$ cat config.mk
export PLATFORM = sky130hd
export DESIGN_NAME = frsm_out
export DESIGN_NICKNAME = d
export VERILOG_FILES = /design/src/rtl/core/frsm_pkg.sv /design/src/rtl/core/frsm_out.sv
export SDC_FILE = /design/constraint.sdc
export NUM_CORES = 1
export LEC_CHECK = 0
export BUFFER_PORTS_ARGS = -buffer_cell sky130_fd_sc_hd__buf_4
export CAP_MARGIN = 20
export CELL_PAD_IN_SITES_DETAIL_PLACEMENT = 1
export CELL_PAD_IN_SITES_GLOBAL_PLACEMENT = 1
export CORE_ASPECT_RATIO = 0.9
export CORE_MARGIN = 2
export CORE_UTILIZATION = 34
export CTS_CLUSTER_DIAMETER = 100
export DETAILED_ROUTE_END_ITERATION = 6
export PLACE_DENSITY_LB_ADDON = 0.25
export SLEW_MARGIN = 10
export SYNTH_ARGS = -nofsm -noshare
export SYNTH_HDL_FRONTEND = slang
export SYNTH_SLANG_ARGS = --single-unit
$ cat constraint.sdc
create_clock -name aclk -period 4.23 [get_ports aclk]
set_input_delay 0.423 -clock aclk [delete_from_list [all_inputs] [get_ports aclk]]
set_output_delay 0.423 -clock aclk [all_outputs]
set_load 0.1 [all_outputs]
$ cat src/rtl/core/frsm_pkg.sv
// shared constants, codes and types of the frame reassembly slot manager
// no dependencies
`default_nettype none

package frsm_pkg;

    // sizing
    localparam int NUM_SLOTS    = 8;
    localparam int MAX_SECTIONS = 1024;
    localparam int SLOT_BYTES   = 1048576;
    localparam int HEADER_BYTES = 8;

    localparam int SLOT_W = (NUM_SLOTS > 1) ? $clog2(NUM_SLOTS) : 1;
    localparam int SEC_W  = (MAX_SECTIONS > 1) ? $clog2(MAX_SECTIONS) : 1;
    localparam int LEN_W  = $clog2(SLOT_BYTES + 1);
    localparam int OFFS_W = SEC_W + 16;
    localparam int PROD_W = LEN_W + 10;

    localparam int PERMILLE_FULL = 1000;

    // stream widths
    localparam int IN_TDATA_W  = 88;
    localparam int OUT_TDATA_W = 56;

    // request queue between front and back
    localparam int QDEPTH = 2;
    localparam int QPTR_W = 1;

    // event codes
    localparam logic [2:0] EV_NONE      = 3'd0;
    localparam logic [2:0] EV_WRITE     = 3'd1;
    localparam logic [2:0] EV_PUSH_FULL = 3'd2;
    localparam logic [2:0] EV_PUSH_PART = 3'd3;
    localparam logic [2:0] EV_RELEASE   = 3'd4;

    // configuration register indexes
    localparam int CFG_ADDR_W = 3;
    localparam logic [CFG_ADDR_W-1:0] CFG_SECTION_BYTES = 3'd0;
    localparam logic [CFG_ADDR_W-1:0] CFG_LARGE_THR     = 3'd1;
    localparam logic [CFG_ADDR_W-1:0] CFG_SYNC_TO       = 3'd2;
    localparam logic [CFG_ADDR_W-1:0] CFG_REASM_TO      = 3'd3;
    localparam logic [CFG_ADDR_W-1:0] CFG_INDEX_GAP     = 3'd4;
    localparam logic [CFG_ADDR_W-1:0] CFG_ALLOW_PART    = 3'd5;
    localparam logic [CFG_ADDR_W-1:0] CFG_PERMILLE      = 3'd6;

    typedef struct packed {
        logic [15:0]        spb;
        logic [20:0]        large_thr;
        logic [31:0]        sync_to;
        logic [31:0]        reasm_to;
        logic signed [15:0] gap;
        logic               allow_part;
        logic [9:0]         permille;
    } cfg_t;

    // classified request handed from front to back
    typedef struct packed {
        logic             tick;
        logic             drop;
        logic [15:0]      frame;
        logic [SEC_W-1:0] sec;
        logic             sec_ok;
        logic [LEN_W-1:0] flen;
        logic [15:0]      payload;
        logic             buf_ok;
    } item_t;

    typedef struct packed {
        logic [2:0]  kind;
        logic [2:0]  slot;
        logic [15:0] frame;
        logic [19:0] offset;
        logic [15:0] length;
        logic        last;
    } result_t;

endpackage

`default_nettype wire

$ cat src/rtl/core/frsm_out.sv
// output register stage of the result stream
// depends on frsm_pkg
`default_nettype none

module frsm_out (
    input  logic                             aclk,
    input  logic                             aresetn,
    input  logic                             push_valid,
    input  frsm_pkg::result_t                push_res,
    output logic                             push_ready,
    output logic                             m_axis_tvalid,
    input  logic                             m_axis_tready,
    output logic [frsm_pkg::OUT_TDATA_W-1:0] m_axis_tdata,
    output logic [2:0]                       m_axis_tuser,
    output logic                             m_axis_tlast
);

    logic              valid_reg;
    frsm_pkg::result_t res_reg;

    assign push_ready    = !valid_reg || m_axis_tready;
    assign m_axis_tvalid = valid_reg;
    assign m_axis_tdata  = {1'b0, res_reg.length, res_reg.offset, res_reg.frame, res_reg.slot};
    assign m_axis_tuser  = res_reg.kind;
    assign m_axis_tlast  = res_reg.last;

    // result holding register
    always_ff @(posedge aclk) begin
        if (!aresetn) begin
            valid_reg <= 1'b0;
        end else if (push_ready) begin
            valid_reg <= push_valid;
            if (push_valid) begin
                res_reg <= push_res;
            end
        end
    end

endmodule

`default_nettype wire

# After elaboration in Yosys (flattened, before gate mapping)
# Cells that the tools add are included.
dict set report totals {
  register_bits 60
  inputBits 63
  output_inout_bits 62
  word_cells 10
}
dict set report op_classes {
  reduce_logical 3
}
# operator n
set ops {}
lappend ops {{$reduce_and 3->1} 1}
lappend ops {{$logic_not 1->1} 1}
lappend ops {{$logic_or 1x1->1} 1}

# Depth between registers and ports, before layout
dict set report logic_depth {
  depth_word 3
  depth_mapped 2
  depth_no_buf 2
}

# Worst setup path after synthesis
# Ideal clock, no wire load.
dict set report synth_path {
  path_kind {register to register}
  startpoint {register valid_reg, in the netlist m_axis_tvalid}
  endpoint {register res_reg, in the netlist m_axis_tdata[0] (enable)}
  setup_ps 423
  arrival_time_ps 2620
  required_time_ps 3807
  path_slack_ps 1187
  path_stages_with_launch 3
  n_path_buf 0
  synth_period_minus_slack_ps 3043
  cell_sequence {dfxtp_1 nand2b_4 and3_1}
}
dict set report synth_between {
  elab_chain_cells 3
}
# item line_no
set synth_rtl {}
lappend synth_rtl {{start: declaration} frsm_out.sv:18} ;# logic valid_reg;
lappend synth_rtl {{start signal: assignment} frsm_out.sv:32} ;# valid_reg <= push_valid;
lappend synth_rtl {{$logic_not 1->1} frsm_out.sv:21} ;# assign push_ready = !valid_reg || m_axis_tready;
lappend synth_rtl {{$logic_or 1x1->1} frsm_out.sv:21}
lappend synth_rtl {{named net push_ready} frsm_out.sv:10} ;# output logic push_ready,
lappend synth_rtl {{$reduce_and 3->1 (no line)} n/a}
lappend synth_rtl {{end signal: assignment} frsm_out.sv:34} ;# res_reg <= push_res;
lappend synth_rtl {{end: declaration} frsm_out.sv:19} ;# frsm_pkg::result_t res_reg;
# The timed path passes the listed nets, and every way through them passes these cells.
# A chain may end at the register's enable or synchronous reset.

# Final worst setup path
dict set report layout_path {
  startpoint {register valid_reg, in the netlist m_axis_tvalid}
  endpoint {register res_reg, in the netlist m_axis_tdata[6] (enable)}
}
dict set report layout_between {
  elab_chain_cells 3
}
# item line_no
set layout_rtl {}
lappend layout_rtl {{$logic_not 1->1} frsm_out.sv:21}
lappend layout_rtl {{$logic_or 1x1->1} frsm_out.sv:21}
lappend layout_rtl {{$reduce_and 3->1 (no line)} n/a}
# No other way between the ends.

==> summary.md <==
| Metric | Value |
|---|---|
| Run status | completed |
| Vias per inst | 4.12 |
| First-pass GRT wire length | 5.64 mm |
| Core Util, Final | 0.580 |
| Synthesis-to-layout area growth | 65.1% |
| Multi-input gate area | 32.5 µm² |
| Vias in the first global route | 1,177 |
| IO Port Bufs | 123 |
| Final TNS setup | 0 ns |
| CTS tree | yes |
| Fin nets | ~260 |
| Worst Clk Skew | 0.00630 ns |
| Synth Area in Adders | 0 |
| Final slew viol count | 0 |
| Post-Route WL | 3.93 mm |
| Largest family of logic cells by synthesized area | simple AND/OR/NAND/NOR gates |
| Final worst path period share | 0.385 |
| Post-synthesis cell type count | 8 |
| Post-synthesis simple-gate area fraction | 0.0109 |
| Hold buffer count at cts | 0 |
| Pleak | 0.00127 µW |
| Max-Cap Viols | 0 |
| Max Fclk | 615 MHz |
| Power density cells | 467 nW/µm² |
| Flops & latches, synth | 60 |
| Total CTS buffers | 9 |
| Post-synthesis mux area share | 0 |
| Routability congestion estimate | 0.607 |
| Final Hold Vio Count | 0 |
| Die H | between 70 and 80 µm |
| Post-CTS setup buffer count | 0 |
| PostCTS Resize Cnt | 0 |
| Antenna Nets Post-Route | 0 |
| N_diodes | 0 |
| RSZ-0062 raised after global routing | false |
| Share of cells above drive strength 1 | 0.672 |
| Wire per inst | 14.5 µm |
| Startpoint types | flip-flop |
| Largest net degree at the start of global routing | 33 |
| Mapped Area | 1830 µm² |
| Most common cell after layout, fill and taps aside | buf_4 |
| Post-route minimum period | about 1.6 ns |
| Drc violations | 0 |
| Cells after Synth | 66 |
| Seq/Total Area, Yosys | 0.977 |
| Syn. warnings | 0 |
| Sink Count | 60 |
| Crit path DAT | 1.63 ns |
| H-tree depth | 3 |
| Peak supply drop | about 0.23 mV |
| Die Width | approximately 81 µm |
| Net Count, Synth | 129 |
| Crit. End Element | flip-flop |
| Longest Clk Path Bufs | 2 |
| Sequential cell area | about 1800 µm² |
| I/O Pins | between 100 and 150 |
| Via count | 1,117 |
| 1st-iter DRT viols | 21 |
| Final setup vio count | 0 |
| GR Util All Layers | 0.135 |
| Core area | roughly 5200 µm² |
| Mean Syn Cell Area | approximately 28 µm² |
| CP required | 4.23 ns |
| Top fanout value on the critical path | 32 |
| Worst hold path class | input pin to flip-flop |
| Root Buffer | clkbuf_8 |
| Slew HR | 0.572 |
| XOR/XNOR Fraction of Synth Area | 0 |
| Initial antenna violation count | 0 |
| Reg clk slew, reported paths | 0.06 ns |
| Rows | 25 |
| Die Area | 6000 µm² |
| Post-synthesis compound-gate area fraction | 0.00409 |
| First-pass DRT Iterations | 2 |
| Grt total ovfl | 0 |
| Starting Density | 0.351 |
| # fillers | 508 |
| Most frequent cells in the layout | 123 x buf_4, 59 x edfxtp_1, 9 x clkbuf_8 |
| Later-pin clock latency in the skew report | between 0.3 and 0.4 ns |
| Worst setup path class | flip-flop to flip-flop |
| Slew @ Worst Pin | 0.642 ns |
==> through the flow <==
| step | setup slack (ns) | instance area [µm²] | hold slack [ns] | total power (µW) | std cells |
|---|---|---|---|---|---|
| floorplan | 1.19 | 1830 | 0.522 | 893 | 66 |
| global placement | 2.21 | 2840 | 0.492 | 971 | 255 |
| detailed placement | 2.37 | 2860 | 0.507 | 978 | 256 |
| CTS | 2.57 | 3030 | 0.266 | 1430 | 271 |
| global route | 2.49 | 3030 | 0.264 | 1460 | 271 |
| finish | 2.60 | 3030 | 0.285 | 1420 | 271 |
==> kinds of logic (layout without fill, tap and decap cells) <==
logic type             count (synthesis)  count (layout)
other                                  1               1
and+or+nand+nor                        2               2
DFF                                   60              60
AOI/OAI and AO/OA                      1               1
buffers and inverters                  2             140
==> sequential cells by signal, indices dropped and copies added, names as in the netlist <==
register,flops
m_axis_tdata,55
m_axis_tlast,1
m_axis_tuser,3
m_axis_tvalid,1
==> critical path, cell delays in order, from the launching register on <==
cell and delay (ns):
dfxtp_1 0.34, nand2b_4 0.08, and3_2 0.61, buf_12 0.28
==> per-layer routing <==
layer	track usage	wire length [µm]
met4	0.0847	56
met2	0.215	1980
met1	0.141	1270
met5	0	0
met3	0.0688	624
==> cells in the mapped netlist, drive strengths merged <==
library cell	count	area share
edfxtp	59	0.97
and3	1	0.0034
dfxtp	1	0.011
buf	1	0.0041
nand2b	1	0.0075
inv	1	0.0020
conb	1	0.0020
a21boi	1	0.0041
==> cell type report <==
cell class,count,area share
Clock buffer,12,0.0446
Clock inverter,3,0.0128
Inverter,1,0.00124
Multi-Input combinational cell,4,0.0107
Sequential cell,60,0.591
Tap cell,67,0.0277
Timing Repair Buffer,124,0.311
==> worst paths after layout <==
check        slack [ns]  cells past startpoint           from          endpoint
max                2.60                      3  m_axis_tvalid   m_axis_tdata[6]
min                0.29                      1   push_res[15]  m_axis_tdata[53]
max reg2reg        2.60                      3  m_axis_tvalid   m_axis_tdata[6]
min reg2reg        0.52                      2  m_axis_tvalid     m_axis_tvalid
==> where the power goes <==
group | internal (µW) | switching (µW) | total, µW
Combinational | 67.5 | 204 | 272
Clock | 266 | 186 | 453
Sequential | 684 | 7.17 | 691
(Power assumes the default switching activity.)
