[config.mk]
export PLATFORM = sky130hd
export DESIGN_NAME = frsm_queue
export DESIGN_NICKNAME = d
export VERILOG_FILES = /design/src/rtl/core/frsm_pkg.sv /design/src/rtl/core/frsm_queue.sv
export SDC_FILE = /design/constraint.sdc
export NUM_CORES = 1
export LEC_CHECK = 0
export ABC_AREA = 1
export BUFFER_PORTS_ARGS = -buffer_cell sky130_fd_sc_hd__buf_2
export CAP_MARGIN = 20
export CORE_MARGIN = 2
export CORE_UTILIZATION = 52
export DETAILED_ROUTE_END_ITERATION = 7
export HOLD_SLACK_MARGIN = 0.02
export PLACE_DENSITY = 0.87
export RECOVER_POWER = 25
export REMOVE_ABC_BUFFERS = 1
export SYNTH_ARGS = -nofsm -noshare
export SYNTH_HDL_FRONTEND = slang
export SYNTH_SLANG_ARGS = --single-unit
[constraint.sdc]
create_clock -name aclk -period 6.2 [get_ports aclk]
set_clock_uncertainty 0.2 [all_clocks]
set_input_delay 1.24 -clock aclk [delete_from_list [all_inputs] [get_ports aclk]]
set_output_delay 1.24 -clock aclk [all_outputs]
set_load 0.005 [all_outputs]
[src/rtl/core/frsm_pkg.sv]
// shared constants, codes and types of the frame reassembly slot manager
// no dependencies
`default_nettype none

package frsm_pkg;

    // sizing
    localparam int NUM_SLOTS    = 8;
    localparam int MAX_SECTIONS = 1024;
    localparam int SLOT_BYTES   = 1048576;
    localparam int HEADER_BYTES = 8;

    localparam int SLOT_W = (NUM_SLOTS > 1) ? $clog2(NUM_SLOTS) : 1;
    localparam int SEC_W  = (MAX_SECTIONS > 1) ? $clog2(MAX_SECTIONS) : 1;
    localparam int LEN_W  = $clog2(SLOT_BYTES + 1);
    localparam int OFFS_W = SEC_W + 16;
    localparam int PROD_W = LEN_W + 10;

    localparam int PERMILLE_FULL = 1000;

    // stream widths
    localparam int IN_TDATA_W  = 88;
    localparam int OUT_TDATA_W = 56;

    // request queue between front and back
    localparam int QDEPTH = 2;
    localparam int QPTR_W = 1;

    // event codes
    localparam logic [2:0] EV_NONE      = 3'd0;
    localparam logic [2:0] EV_WRITE     = 3'd1;
    localparam logic [2:0] EV_PUSH_FULL = 3'd2;
    localparam logic [2:0] EV_PUSH_PART = 3'd3;
    localparam logic [2:0] EV_RELEASE   = 3'd4;

    // configuration register indexes
    localparam int CFG_ADDR_W = 3;
    localparam logic [CFG_ADDR_W-1:0] CFG_SECTION_BYTES = 3'd0;
    localparam logic [CFG_ADDR_W-1:0] CFG_LARGE_THR     = 3'd1;
    localparam logic [CFG_ADDR_W-1:0] CFG_SYNC_TO       = 3'd2;
    localparam logic [CFG_ADDR_W-1:0] CFG_REASM_TO      = 3'd3;
    localparam logic [CFG_ADDR_W-1:0] CFG_INDEX_GAP     = 3'd4;
    localparam logic [CFG_ADDR_W-1:0] CFG_ALLOW_PART    = 3'd5;
    localparam logic [CFG_ADDR_W-1:0] CFG_PERMILLE      = 3'd6;

    typedef struct packed {
        logic [15:0]        spb;
        logic [20:0]        large_thr;
        logic [31:0]        sync_to;
        logic [31:0]        reasm_to;
        logic signed [15:0] gap;
        logic               allow_part;
        logic [9:0]         permille;
    } cfg_t;

    // classified request handed from front to back
    typedef struct packed {
        logic             tick;
        logic             drop;
        logic [15:0]      frame;
        logic [SEC_W-1:0] sec;
        logic             sec_ok;
        logic [LEN_W-1:0] flen;
        logic [15:0]      payload;
        logic             buf_ok;
    } item_t;

    typedef struct packed {
        logic [2:0]  kind;
        logic [2:0]  slot;
        logic [15:0] frame;
        logic [19:0] offset;
        logic [15:0] length;
        logic        last;
    } result_t;

endpackage

`default_nettype wire

[src/rtl/core/frsm_queue.sv]
// short request queue between front and back end
// depends on frsm_pkg
`default_nettype none

module frsm_queue (
    input  logic            aclk,
    input  logic            aresetn,
    input  logic            push,
    input  frsm_pkg::item_t push_item,
    output logic            full,
    input  logic            pop,
    output logic            valid,
    output frsm_pkg::item_t pop_item
);

    frsm_pkg::item_t                 entry_reg [frsm_pkg::QDEPTH];
    logic [frsm_pkg::QPTR_W-1:0]     wr_ptr_reg;
    logic [frsm_pkg::QPTR_W-1:0]     rd_ptr_reg;
    logic [frsm_pkg::QPTR_W:0]       count_reg;

    assign full     = (count_reg == (frsm_pkg::QPTR_W+1)'(frsm_pkg::QDEPTH));
    assign valid    = (count_reg != '0);
    assign pop_item = entry_reg[rd_ptr_reg];

    // pointers and fill count
    always_ff @(posedge aclk) begin
        if (!aresetn) begin
            wr_ptr_reg <= '0;
            rd_ptr_reg <= '0;
            count_reg  <= '0;
        end else begin
            if (push) begin
                wr_ptr_reg <= wr_ptr_reg + 1'b1;
            end
            if (pop && valid) begin
                rd_ptr_reg <= rd_ptr_reg + 1'b1;
            end
            case ({push, pop && valid})
                2'b10:   count_reg <= count_reg + 1'b1;
                2'b01:   count_reg <= count_reg - 1'b1;
                default: count_reg <= count_reg;
            endcase
        end
    end

    // storage
    always_ff @(posedge aclk) begin
        if (push) begin
            entry_reg[wr_ptr_reg] <= push_item;
        end
    end

endmodule

`default_nettype wire

# After elaboration in Yosys (flattened, before gate mapping)
# Memory sizes are Yosys's and may differ from the RTL's. A register that Yosys moved wholly into a read port is not among the register bits.
# Index checks and enable logic that the tools add are counted.
[totals]
register_bits = 4
ramBits = 134
in_bits = 71
output_inout_bits = 69
wordCells = 19
n_memories = 1
[memory_table]
columns = ["name", "words", "word_bits", "rd", "rd_ports_with_merged_regs", "write_ports", "line_no", "text"]
rows = [
  ["entry_reg", 2, 67, 1, 1, 1, "frsm_queue.sv:16", "frsm_pkg::item_t entry_reg [frsm_pkg::QDEPTH];"],
]
[op_classes]
n_addsub = 4
n_eq_ne = 3
muxes = 5
n_reduce_logical = 3
[op_table]
columns = ["op", "n"]
rows = [
  ["2-bit == test, second input constant", 2],
  ["1-bit 2-to-1 mux", 4],
  ["2-bit case mux with 2 select lines", 1],
  ["2-bit nonzero test", 2],
  ["1-bit adder, second input constant", 2],
  ["2-bit by 1-bit adder with 2-bit output, second input constant", 1],
  ["2-bit by 1-bit == test with 1-bit output, second input constant", 1],
  ["2-bit by 1-bit subtractor with 2-bit output, second input constant", 1],
  ["1-bit logical AND", 1],
]

# Longest topological paths before layout
[logic_depth]
depth_word = 4
depth_mapped = 7
depth_no_buf = 7

# Worst setup path before layout
# OpenSTA, ideal clock, no wires.
[synth_timing]
kind = "input-to-reg"
start = "input port push"
end = "memory entry_reg[0][0] (netlist bit) (enable)"
setup_time_ns = 0.494
arrival_time_ns = 4.109
required_ns = 5.506
slack_ns = 1.397
stages = 2
n_path_buf = 0
cell_sequence = "inv_1 -> nor2_1"
[synth_between]
elab_chain_cells = 2
[synth_rtl]
columns = ["element", "line_no", "text"]
rows = [
  ["from (decl)", "frsm_queue.sv:8", "input logic push,"],
  ["1-bit 2-to-1 mux", "frsm_queue.sv:48", "if (push) begin"],
  ["1-bit 2-to-1 mux (not written as such)", "frsm_queue.sv:49", "entry_reg[wr_ptr_reg] <= push_item;"],
  ["to (decl)", "frsm_queue.sv:16", ""],
]
# Every way passes these cells.

==> impl_metrics.env <==
export IMPL_status="finished clean"
export IMPL_clkPwrFrac_pct=41.8
export IMPL_post_place_ws_ns=2.86
export IMPL_hpwl_mm=5.62
export IMPL_htree_levels=4
export IMPL_hold_viol_final=0
export IMPL_design_power_total_uw=2320
export IMPL_worst_skew_pair_late_latency_ns=0.50
export IMPL_cts_root_buf="clkbuf_8"
export IMPL_vdd_drop_max_mv=0.197
export IMPL_grt_pass1_wl_mm=13.6
export IMPL_cts_buffer_depth=2
export IMPL_wl_per_cell_microns=16.2
export IMPL_start_kind="flip-flop"
export IMPL_vias=2678
export IMPL_finalMaxSlewViolations=0
export IMPL_largest_register_ff_count=134
export IMPL_gp_congestion=0.716
export IMPL_n_fill_cell=692
export IMPL_netSwitchingPower_uw=482
export IMPL_synth_top_cell_by_area="edfxtp_1"
export IMPL_ys_seq_elements=139
export IMPL_synthCells=244
export IMPL_internal_power_uw=1840
export IMPL_relSlewSlack_pct=29.3
export IMPL_ys_warn_count=0
export IMPL_critPathMaxFanout=67
export IMPL_rsz0062_at_grt="false"
export IMPL_wl_met2_mm=4.67
export IMPL_drive_above_1_share_pct=54.1
export IMPL_fin_crit_sh_pct=58.1
export IMPL_synth_area_top_cells="edfxtp_1, mux2_4, mux2_2, dfxtp_1, nor2_1"
export IMPL_cp_top_family="flip-flops"
export IMPL_ys_seq_area_share_pct=79.6
export IMPL_design_die_area_sq_um=10800
export IMPL_initial_core_util_pct=53.3
export IMPL_ant_nets=0
export IMPL_syn_avg_cell_area_sq_um=21.2
export IMPL_p_per_area_nw_per_um2=353
export IMPL_hold_path_class="reg -> reg"
export IMPL_seq_power_share_pct=48.7
export IMPL_cap_viol_max_count=0
export IMPL_holdBufCountCts=0
export IMPL_core_sq_um=9730
export IMPL_slowest_delay_ns=1.01
export IMPL_drtPass1Iterations=4
export IMPL_synth_top_area_share_pct=77.6
export IMPL_drt_wl_total_mm=8.82
export IMPL_critPathArrivalTime_ns=2.16
export IMPL_worst_pin_slew_ns=1.06
export IMPL_worstPathCellList="mux2_2 -> buf_2"
export IMPL_globalRouteOverflowTotal=0
export IMPL_drt_iter0_markers=110
export IMPL_clkTransAtPathRegs_ns=0.06
export IMPL_wl_met3_microns=517
export IMPL_setup_tns_ns=0
export IMPL_crit_buf_inv=1
export IMPL_setup_ws_ns=2.60
export IMPL_cts_tree="built"
export IMPL_portBuffers=139
export IMPL_row_count=36
export IMPL_post_route_min_period_ns=3.60
export IMPL_required_ns=4.76
export IMPL_fin_nets=469
export IMPL_switching_share_pct=20.8
export IMPL_diodes=0
export IMPL_antenna_found_initial=0
export IMPL_dp_cells=511
export IMPL_max_freq_ghz=0.278
export IMPL_grt_use_total_pct=16.7
export IMPL_cp_slowest_cell="dfxtp_4"
export IMPL_topRoutingLayerUsed="met4"
export IMPL_p_leak_uw=0.00252
export IMPL_syn2layout_area_growth_pct=26.9
export IMPL_post_cts_buffers=0
export IMPL_setup_viol=0
export IMPL_die_height_microns=104
export IMPL_grt_start_max_net_pins=68
export IMPL_cts_sinks=139
export IMPL_cts_buffers_inserted=17
export IMPL_fin_cells=543
export IMPL_io_pins=140
export IMPL_critPathKind="reg -> out"
export IMPL_combPwrFrac_pct=9.5
export IMPL_drc=0
export IMPL_post_route_util_pct=67.6
export IMPL_ctsResizeCount=0
export IMPL_viasPerCell=4.93
export IMPL_fp_dieW_microns=104
export IMPL_first_global_vias=2776
export IMPL_ys_types=16
export IMPL_mappedNetlistArea_sq_um=5180
export IMPL_wl_met1_mm=3.59
export IMPL_endpoint_kind="output pin"
==> cell usage after synthesis <==
library cell  instances
o21a_1                1
ha_1                  1
nand2_1               8
edfxtp_1            134
nand4_1               1
o21ai_0               1
nor2_1               11
mux2_2               37
dfxtp_1               5
buf_2                 3
a21oi_1               1
nand3_1               1
inv_1                 6
buf_6                 3
buf_4                 1
mux2_4               30
==> worst paths after layout <==
check / start / endpoint / slack (ns) / depth (start not counted)
max: flip-flop / pop_item[11] / 2.60 / 2
min: rd_ptr_reg / rd_ptr_reg / 0.30 / 2
max reg2reg: wr_ptr_reg / entry_reg[0][12] / 3.92 / 2
min reg2reg: rd_ptr_reg / rd_ptr_reg / 0.30 / 2
==> kinds of logic (layout without fill, tap and decap cells) <==
group           after synthesis  in the layout  synth area share [%]
flops                       139            139                  79.6
mux                          67             67                  16.7
simple gates                 21             21                  1.59
buf+inv                      13            179                  1.52
compound gates                3              3                 0.338
fa+ha+maj                     1              1                 0.241
==> per-stage QoR <==
step / instance area, sq um / hold slack (ns)
2_1_floorplan: 5130 / 0.251
3_3_place_gp: 6010 / 0.270
3_5_place_dp: 6010 / 0.277
4_1_cts: 6600 / 0.297
5_1_grt: 6580 / 0.339
6_report: 6580 / 0.299
==> layout by cell type, fill, tap and decap left out, drive strengths merged <==
master,Yosys,routed
a21oi,1,1
buf,7,122
bufinv,0,3
clkbuf,0,39
clkinv,0,5
clkinvlp,0,4
dfxtp,5,5
edfxtp,134,134
ha,1,1
inv,6,6
mux2,67,67
nand2,8,8
nand3,1,1
nand4,1,1
nor2,11,11
o21a,1,1
o21ai,1,1
==> metal layers <==
layer | global-route usage, % | vias up
li1 | - | 1253
met1 | 18.7 | 1315
met2 | 29.0 | 104
met3 | 6.17 | 6
met4 | 6.27 | 0
met5 | 0 | -
==> power groups by stage <==
stage / combinational, uW / clock (uW) / sequential, uW
floorplan: 133 / 0 / 1140
global placement: 218 / 0 / 1150
detailed placement: 224 / 0 / 1150
CTS: 225 / 996 / 1130
global route: 240 / 1030 / 1140
finish: 221 / 972 / 1130
==> final cells by class <==
cell class / instances / area [sq um] / share of cell area (%)
sequential: 139 / 4130 / 62.8
multi-input combinational: 92 / 987 / 15.0
timing repair buffer: 141 / 687 / 10.4
clock buffer: 20 / 435 / 6.62
tap: 133 / 166 / 2.53
clock inverter: 12 / 149 / 2.26
inverter: 6 / 22.5 / 0.343
==> tightest hold or removal path: stages (launching register included) <==
cell	delay, ns
dfxtp_1	0.34
nor2_1	0.06
nor2_1	0.07
Power figures use the tool's default switching activity.
