**config.mk**
```make
export PLATFORM = sky130hd
export DESIGN_NAME = frsm_front
export DESIGN_NICKNAME = d
export VERILOG_FILES = /design/src/rtl/core/frsm_pkg.sv /design/src/rtl/core/frsm_front.sv
export SDC_FILE = /design/constraint.sdc
export NUM_CORES = 1
export LEC_CHECK = 0
export ABC_AREA = 0
export CORE_AREA = 4 4 60 62
export DETAILED_ROUTE_END_ITERATION = 16
export DIE_AREA = 0 0 64 66
export DONT_BUFFER_PORTS = 1
export PLACE_DENSITY = 0.51
export SLEW_MARGIN = 20
export SYNTH_ARGS = -nofsm -noshare
export SYNTH_HDL_FRONTEND = slang
export SYNTH_SLANG_ARGS = --single-unit
```
**constraint.sdc**
```tcl
create_clock -name vclk -period 2.47
set_input_delay 0.247 -clock vclk [all_inputs]
set_output_delay 0.247 -clock vclk [all_outputs]
set_load 0.03 [all_outputs]
```
**src/rtl/core/frsm_pkg.sv**
```systemverilog
// shared constants, codes and types of the frame reassembly slot manager
// no dependencies
`default_nettype none

package frsm_pkg;

    // sizing
    localparam int NUM_SLOTS    = 8;
    localparam int MAX_SECTIONS = 1024;
    localparam int SLOT_BYTES   = 1048576;
    localparam int HEADER_BYTES = 8;

    localparam int SLOT_W = (NUM_SLOTS > 1) ? $clog2(NUM_SLOTS) : 1;
    localparam int SEC_W  = (MAX_SECTIONS > 1) ? $clog2(MAX_SECTIONS) : 1;
    localparam int LEN_W  = $clog2(SLOT_BYTES + 1);
    localparam int OFFS_W = SEC_W + 16;
    localparam int PROD_W = LEN_W + 10;

    localparam int PERMILLE_FULL = 1000;

    // stream widths
    localparam int IN_TDATA_W  = 88;
    localparam int OUT_TDATA_W = 56;

    // request queue between front and back
    localparam int QDEPTH = 2;
    localparam int QPTR_W = 1;

    // event codes
    localparam logic [2:0] EV_NONE      = 3'd0;
    localparam logic [2:0] EV_WRITE     = 3'd1;
    localparam logic [2:0] EV_PUSH_FULL = 3'd2;
    localparam logic [2:0] EV_PUSH_PART = 3'd3;
    localparam logic [2:0] EV_RELEASE   = 3'd4;

    // configuration register indexes
    localparam int CFG_ADDR_W = 3;
    localparam logic [CFG_ADDR_W-1:0] CFG_SECTION_BYTES = 3'd0;
    localparam logic [CFG_ADDR_W-1:0] CFG_LARGE_THR     = 3'd1;
    localparam logic [CFG_ADDR_W-1:0] CFG_SYNC_TO       = 3'd2;
    localparam logic [CFG_ADDR_W-1:0] CFG_REASM_TO      = 3'd3;
    localparam logic [CFG_ADDR_W-1:0] CFG_INDEX_GAP     = 3'd4;
    localparam logic [CFG_ADDR_W-1:0] CFG_ALLOW_PART    = 3'd5;
    localparam logic [CFG_ADDR_W-1:0] CFG_PERMILLE      = 3'd6;

    typedef struct packed {
        logic [15:0]        spb;
        logic [20:0]        large_thr;
        logic [31:0]        sync_to;
        logic [31:0]        reasm_to;
        logic signed [15:0] gap;
        logic               allow_part;
        logic [9:0]         permille;
    } cfg_t;

    // classified request handed from front to back
    typedef struct packed {
        logic             tick;
        logic             drop;
        logic [15:0]      frame;
        logic [SEC_W-1:0] sec;
        logic             sec_ok;
        logic [LEN_W-1:0] flen;
        logic [15:0]      payload;
        logic             buf_ok;
    } item_t;

    typedef struct packed {
        logic [2:0]  kind;
        logic [2:0]  slot;
        logic [15:0] frame;
        logic [19:0] offset;
        logic [15:0] length;
        logic        last;
    } result_t;

endpackage

`default_nettype wire

```
**src/rtl/core/frsm_front.sv**
```systemverilog
// front end: unpacks an input request and classifies it for the back end
// depends on frsm_pkg
`default_nettype none

module frsm_front (
    input  logic                                s_axis_tvalid,
    output logic                                s_axis_tready,
    // frame_index, section_index, frame_length, packet_length, buffer_available
    input  logic [frsm_pkg::IN_TDATA_W-1:0]     s_axis_tdata,
    // cmd
    input  logic                                s_axis_tuser,
    input  logic                                q_full,
    output logic                                q_push,
    output frsm_pkg::item_t                     q_item
);

    logic [15:0] sec16;
    logic [31:0] flen32;
    logic [15:0] plen;

    // field unpack
    assign sec16  = s_axis_tdata[31:16];
    assign flen32 = s_axis_tdata[63:32];
    assign plen   = s_axis_tdata[79:64];

    // classification
    always_comb begin
        q_item.tick    = s_axis_tuser;
        q_item.drop    = (plen < 16'(frsm_pkg::HEADER_BYTES)) ||
                         (flen32 > 32'(frsm_pkg::SLOT_BYTES));
        q_item.frame   = s_axis_tdata[15:0];
        q_item.sec     = sec16[frsm_pkg::SEC_W-1:0];
        q_item.payload = plen - 16'(frsm_pkg::HEADER_BYTES);
        q_item.sec_ok  = (32'(sec16) < 32'(frsm_pkg::MAX_SECTIONS)) && (q_item.payload != 16'd0);
        q_item.flen    = flen32[frsm_pkg::LEN_W-1:0];
        q_item.buf_ok  = s_axis_tdata[80];
    end

    assign s_axis_tready = !q_full;
    assign q_push        = s_axis_tvalid && !q_full;

endmodule

`default_nettype wire

```
=== Yosys cells after proc, flatten, opt, wreduce, memory -nomap -nowiden ===
Index checks and enable logic that the tools add are counted.

* Bits in registers: 0
* Input port bits: 91
* Logic and storage cells: 9

* Add/sub/neg operators: 1
* Order comparisons: 3
* Reduce and logical (&&, ||, !) cells: 5

{| class="wikitable"
|+ Operator list
! cell !! number
|-
| greater-than comparator 32 x 21 -> 1 bit (second input constant) || 1
|-
| < comparator 16 x 11 -> 1 bit (second input constant) || 1
|-
| < comparator 16 x 4 -> 1 bit (second input constant) || 1
|-
| nonzero test 16 bit || 1
|-
| subtractor 16 x 4 -> 16 bit (second input constant) || 1
|-
| logical AND 1 bit || 2
|-
| logical NOT 1 bit || 1
|-
| logical OR 1 bit || 1
|}

=== Logic depth before layout (Yosys ltp) ===
Gate-level depths: netlist (run 1).

* Depth after elaboration: 3
* Depth in mapped cells: 8
* Gate-level depth less buffers: 7

=== Least setup slack after synthesis (run 1) ===
No wires, ideal clock.

* Path type: input-to-output
* From: input port s_axis_tdata[67] (netlist name)
* To: output port q_item[38] (netlist name)
* Arrival: 2.582 ns
* Required time: 2.223 ns
* Slack: -0.359 ns
* Stages on the path: 8
* Buffers on the path: 1
* Cells stage by stage: inv_1 > ha_1 > clkbuf_1 > nor2b_1 > nand4b_1 > xnor2_1 > and4b_1 > a21oi_1

{| class="wikitable"
|+ RTL lines
! what !! line !! RTL
|-
| start: declaration || frsm_front.sv:9 || <nowiki>input logic [frsm_pkg::IN_TDATA_W-1:0] s_axis_tdata,</nowiki>
|-
| end: declaration || frsm_front.sv:14 || <nowiki>output frsm_pkg::item_t q_item</nowiki>
|}

==> results.yml, run 1 <==
placement:
  port_buffers: 0
  dp_hpwl_um: 2070
  gp_congestion: 0.789
  pre_cts_ws_ns: 0.342
floorplanning:
  die_w_um: 64
  fp.dieH_um: 66
  core-area_um2: 3030
  row_count: 20
  pin_count: 160
  dieArea_um2: 4220
  floorplan.initialDensity: 0.295
critical_path:
  crit_arrival_ns: 1.84
  cp_max_fo: 5
  required_ns: 2.22
  critical_path_class: "input port to output pin"
  crit_end: "q_item[38]"
  crit_start: "s_axis_tdata[71]"
  critPathLaunchType: "input port"
  crit_path_end_kind: "output pin"
synth:
  syn_avg_cell_area_um2: 6.97
  yosysWarnings: 0
  synth_most_common_cell: "buf_4"
  synth-compound-area-share: 0.104
  synth_common_cells: "buf_4, nor4_1, nand2_1"
  synthCells: 128
  syn-num-nets: 220
  synth_top_family_by_area: "buffers and inverters"
  synth_fa_ha_area_frac: 0.0140
  seq_area_frac_synth: 0
  synth_xor_area_frac: 0.0982
  synth-simple-area-share: 0.317
  syn-cell-area_um2: 892
  synth_area_leaders: "buf_4, nor4_1, xnor2_1, xor2_1, nand2_1"
  synth.distinct_cells: 34
  synth_top_area_cell: "buf_4"
  synth.mux.area_fraction: 0
  yosysTopAreaCellShare: 0.438
sta:
  finalCritPeriodShare: 0.846
  worstMarginPinSlew_ns: 0.694
  timing.final.ws_setup_ns: 0.381
  period_minus_slack_ns: 2.09
  max_freq_ghz: 0.479
  fin_setup_tns_ns: 0
  setup_viol: 0
  rsz0062_at_grt: "no"
  maxSlewHeadroom: 0.534
  maxSlewViolCount: 0
  final_hold_viol_count: 0
route:
  firstDrtPassIters: 4
  routed_wl_um: 2290
  drc: 0
  viasPerCell: 5.28
  wl_per_cell_um: 17.3
  final_antenna_net_count: 0
  vias: 697
  drtIter0Drc: 5
final_layout:
  nets: 182
  ff_latch_area_um2: 0
  antennaDiodeCount: 0
  final.clkbuf_count: 0
  layout-drive-gt1-share: 0.216
  flops_and_latches: 0
  synthToLayoutAreaGrowth_pct: -24.5
power:
  leakagePower_uw: 0.000228
  peakVddDrop_mv: 0.0467
  power.density_nw_per_um2: 140
global_route:
  grt_first_pass_wirelength_um: 3300
  grt_max_degree: 11
  overflow: 0
  grt_usage: 0.0933
  grt_pass1_vias: 743
  antenna_found_initial: 0
run_status:
  status: "finished clean"
cts:
  hold_buffers: 0
  post_cts_resized: 0
  cts.repair_timing.setup_buffer_count: 0
job:
  drv_cap: 0
hold_path:
  hold_class: "input port to output pin"
## layer usage
layer / routed length (um) / GRT usage / up-vias / part of all wire
met5: 0 / 0 / - / 0
met4: 65 / 0.0323 / 0 / 0.028
met2: 1210 / 0.191 / 60 / 0.53
met1: 716 / 0.0828 / 303 / 0.31
met3: 297 / 0.0323 / 14 / 0.13
li1: - / - / 320 / -
## cell type report
type / instances / area, um^2
fill: 347 / 2350
multi-input combinational: 69 / 498
timing repair buffer: 13 / 97.6
tap: 44 / 55.1
inverter: 6 / 22.5
## placed cells by master, fill, tap and decap left out, drive strengths merged
cell,instances
o311ai,1
xnor2,5
o21a,1
o41ai,1
nor3b,2
a21oi,1
nand2,9
nor2,5
o21bai,1
nor2b,2
buf,13
or3,2
nand4,1
nand4b,1
nor4,12
o211ai,1
a31oi,1
a2bb2oi,1
nor3,3
or4,3
inv,6
xor2,5
and4b,1
o31ai,1
o21ai,3
and4bb,1
ha,1
nand3,2
and3,1
a311o,1
## critical path, stage by stage
cell       delay [ns]
or4_4            0.57
nor4_4           0.27
and4bb_2         0.27
a2bb2oi_1        0.24
a21oi_2          0.08
buf_4            0.17
## where the power goes
group	leakage [uW]	total [uW]	switching [uW]	internal [uW]
combinational	0.000228	94.6	58.6	35.9
sequential	0	0	0	0
clock	0	0	0	0
## cell families after synthesis
family                   after synthesis
AO/OA/AOI/OAI                         13
buffers and inverters                 59
XOR/XNOR                              10
adder cells (fa/ha/maj)                1
AND/OR/NAND/NOR                       45
## metrics by stage
step | hold WS [ns] | cells | total power [uW] | cell area [um^2] | util
2_1_floorplan | 0.593 | 128 | 228 | 915 | -
3_3_place_gp | 0.494 | 132 | 94.2 | 673 | 0.222
3_5_place_dp | 0.494 | 132 | 95.5 | 673 | 0.222
4_1_cts | 0.494 | 132 | 95.9 | 673 | 0.222
5_1_grt | 0.494 | 132 | 102 | 673 | 0.222
6_report | 0.494 | 132 | 94.6 | 673 | 0.222
## worst min path at each step
stage / startpoint / end / slack (ns) / cells after the start
after floorplan: s_axis_tdata[79] / q_item[16] / 0.59 / 1
after global placement: s_axis_tdata[16] / q_item[39] / 0.49 / 0
after detailed placement: s_axis_tdata[16] / q_item[39] / 0.49 / 0
after CTS: s_axis_tdata[16] / q_item[39] / 0.49 / 0
after global routing: s_axis_tdata[52] / q_item[37] / 0.49 / 0
final: s_axis_tdata[40] / q_item[25] / 0.49 / 0
Power figures use the tool's default switching activity.
==> run 2, diff against run 1 <==
==> constraint.sdc (replaced) <==
create_clock -name vclk -period 2.2
set_input_delay 0.22 -clock vclk [all_inputs]
set_output_delay 0.22 -clock vclk [all_outputs]
set_load 0.03 [all_outputs]
==> run 2 against run 1 <==
Net effect: wire length rose by 6.8%; global-route usage rose by 0.43 points; cell area rose by 1.7%; flip-flop and latch count did not move; combinational power rose by 14%; clock-buffer cell count did not move; total power rose by 14%; largest power group unchanged.
==> results.yml, run 2 (synthesized netlist as in run 1, its figures left out) <==
global_route:
  grt_pass1_vias: 747
  antenna_found_initial: 0
  grt_first_pass_wirelength_um: 3330
  overflow: 0
  grt_max_degree: 8
  grt_usage: 0.0976
critical_path:
  path_delay_family: "simple AND/OR/NAND/NOR gates"
  critPathMaxStageDelay_ns: 0.57
  crit_path_end_kind: "output pin"
  critical_path_class: "input port to output pin"
  required_ns: 1.98
  crit_arrival_ns: 1.75
  path_cells: "or4_4 -> nor4_4 -> and4bb_2 -> a2bb2oi_1 -> a21oi_4"
  cp_max_fo: 5
  critPathLaunchType: "input port"
  slowest_stage: "or4_4"
  cp_num_buf_inv: 0
sta:
  worstMarginPinSlew_ns: 0.702
  setup_viol: 0
  rsz0062_at_grt: "no"
  finalCritPeriodShare: 0.896
  maxSlewViolCount: 0
  fin_setup_tns_ns: 0
  period_minus_slack_ns: 1.97
  final_hold_viol_count: 0
  max_freq_ghz: 0.508
  maxSlewHeadroom: 0.528
  timing.final.ws_setup_ns: 0.230
final_layout:
  synthToLayoutAreaGrowth_pct: -23.3
  final.clkbuf_count: 0
  final_area_um2: 684
  final_common_cell: "buf_4"
  final.fill_count: 329
  antennaDiodeCount: 0
  nets: 182
  flops_and_latches: 0
  mostFrequentLayoutCells: "buf_4, nor4_1, nand2_1"
  ff_latch_area_um2: 0
  layout-drive-gt1-share: 0.227
route:
  routed_wl_um: 2440
  final_antenna_net_count: 0
  drtIter0Drc: 13
  viasPerCell: 5.58
  vias: 736
  firstDrtPassIters: 4
  drc: 0
  wl_per_cell_um: 18.5
floorplanning:
  row_count: 20
  fp.dieH_um: 66
  pin_count: 160
  core-area_um2: 3030
  dieArea_um2: 4220
  floorplan.initialDensity: 0.295
  die_w_um: 64
power:
  p_seq_frac: 0
  power.switching_uw: 66.4
  power.density_nw_per_um2: 157
  p_sw_frac: 0.616
  p_int_uw: 41.4
  peakVddDrop_mv: 0.0399
  combPwrFrac: 1.000
  p_clk_frac: 0
  leakagePower_uw: 0.000224
cts:
  post_cts_resized: 0
  hold_buffers: 0
  cts.repair_timing.setup_buffer_count: 0
hold_path:
  hold_class: "input port to output pin"
placement:
  port_buffers: 0
  gp_congestion: 0.733
  pre_cts_ws_ns: 0.209
  placed_area_um2: 684
  dp_hpwl_um: 2240
job:
  drv_cap: 0
run_status:
  status: "finished clean"
==> run 2: cell types whose count changed in the layout (fill, tap and decap cells not counted), sizes merged <==
cell	delta
clkinvlp	+1
inv	-1
==> run 2: routing by layer <==
| metal | vias to the layer above | global-route usage | wire length (um) |
|---|---|---|---|
| li1 | 320 | - | - |
| met1 | 320 | 0.0727 | 696 |
| met2 | 80 | 0.215 | 1330 |
| met3 | 16 | 0.0374 | 341 |
| met4 | 0 | 0.0323 | 77 |
| met5 | - | 0 | 0 |
==> run 2: area by class of cell <==
type | instances | area, um^2 | share of cell area
Multi-Input combinational cell | 69 | 505 | 0.739
Inverter | 6 | 26.3 | 0.0384
Tap cell | 44 | 55.1 | 0.0804
Timing Repair Buffer | 13 | 97.6 | 0.143
==> run 2: per-stage QoR <==
step	utilization	hold slack, ns	power (uW)	instances
2_1_floorplan	-	0.526	257	128
3_3_place_gp	0.226	0.440	108	132
3_5_place_dp	0.226	0.440	109	132
4_1_cts	0.226	0.440	109	132
5_1_grt	0.226	0.440	115	132
6_report	0.226	0.440	108	132
==> run 2: worst paths after layout <==
check                     to              from  slack [ns]  cells past startpoint
setup / recovery  q_item[38]  s_axis_tdata[71]        0.23                      5
hold / removal    q_item[24]  s_axis_tdata[39]        0.44                      0
==> run 2: power groups by stage <==
stage / clock, uW / combinational, uW / sequential [uW]
final: 0 / 108 / 0
after global routing: 0 / 115 / 0
after CTS: 0 / 109 / 0
after detailed placement: 0 / 109 / 0
after global placement: 0 / 108 / 0
after floorplan: 0 / 257 / 0
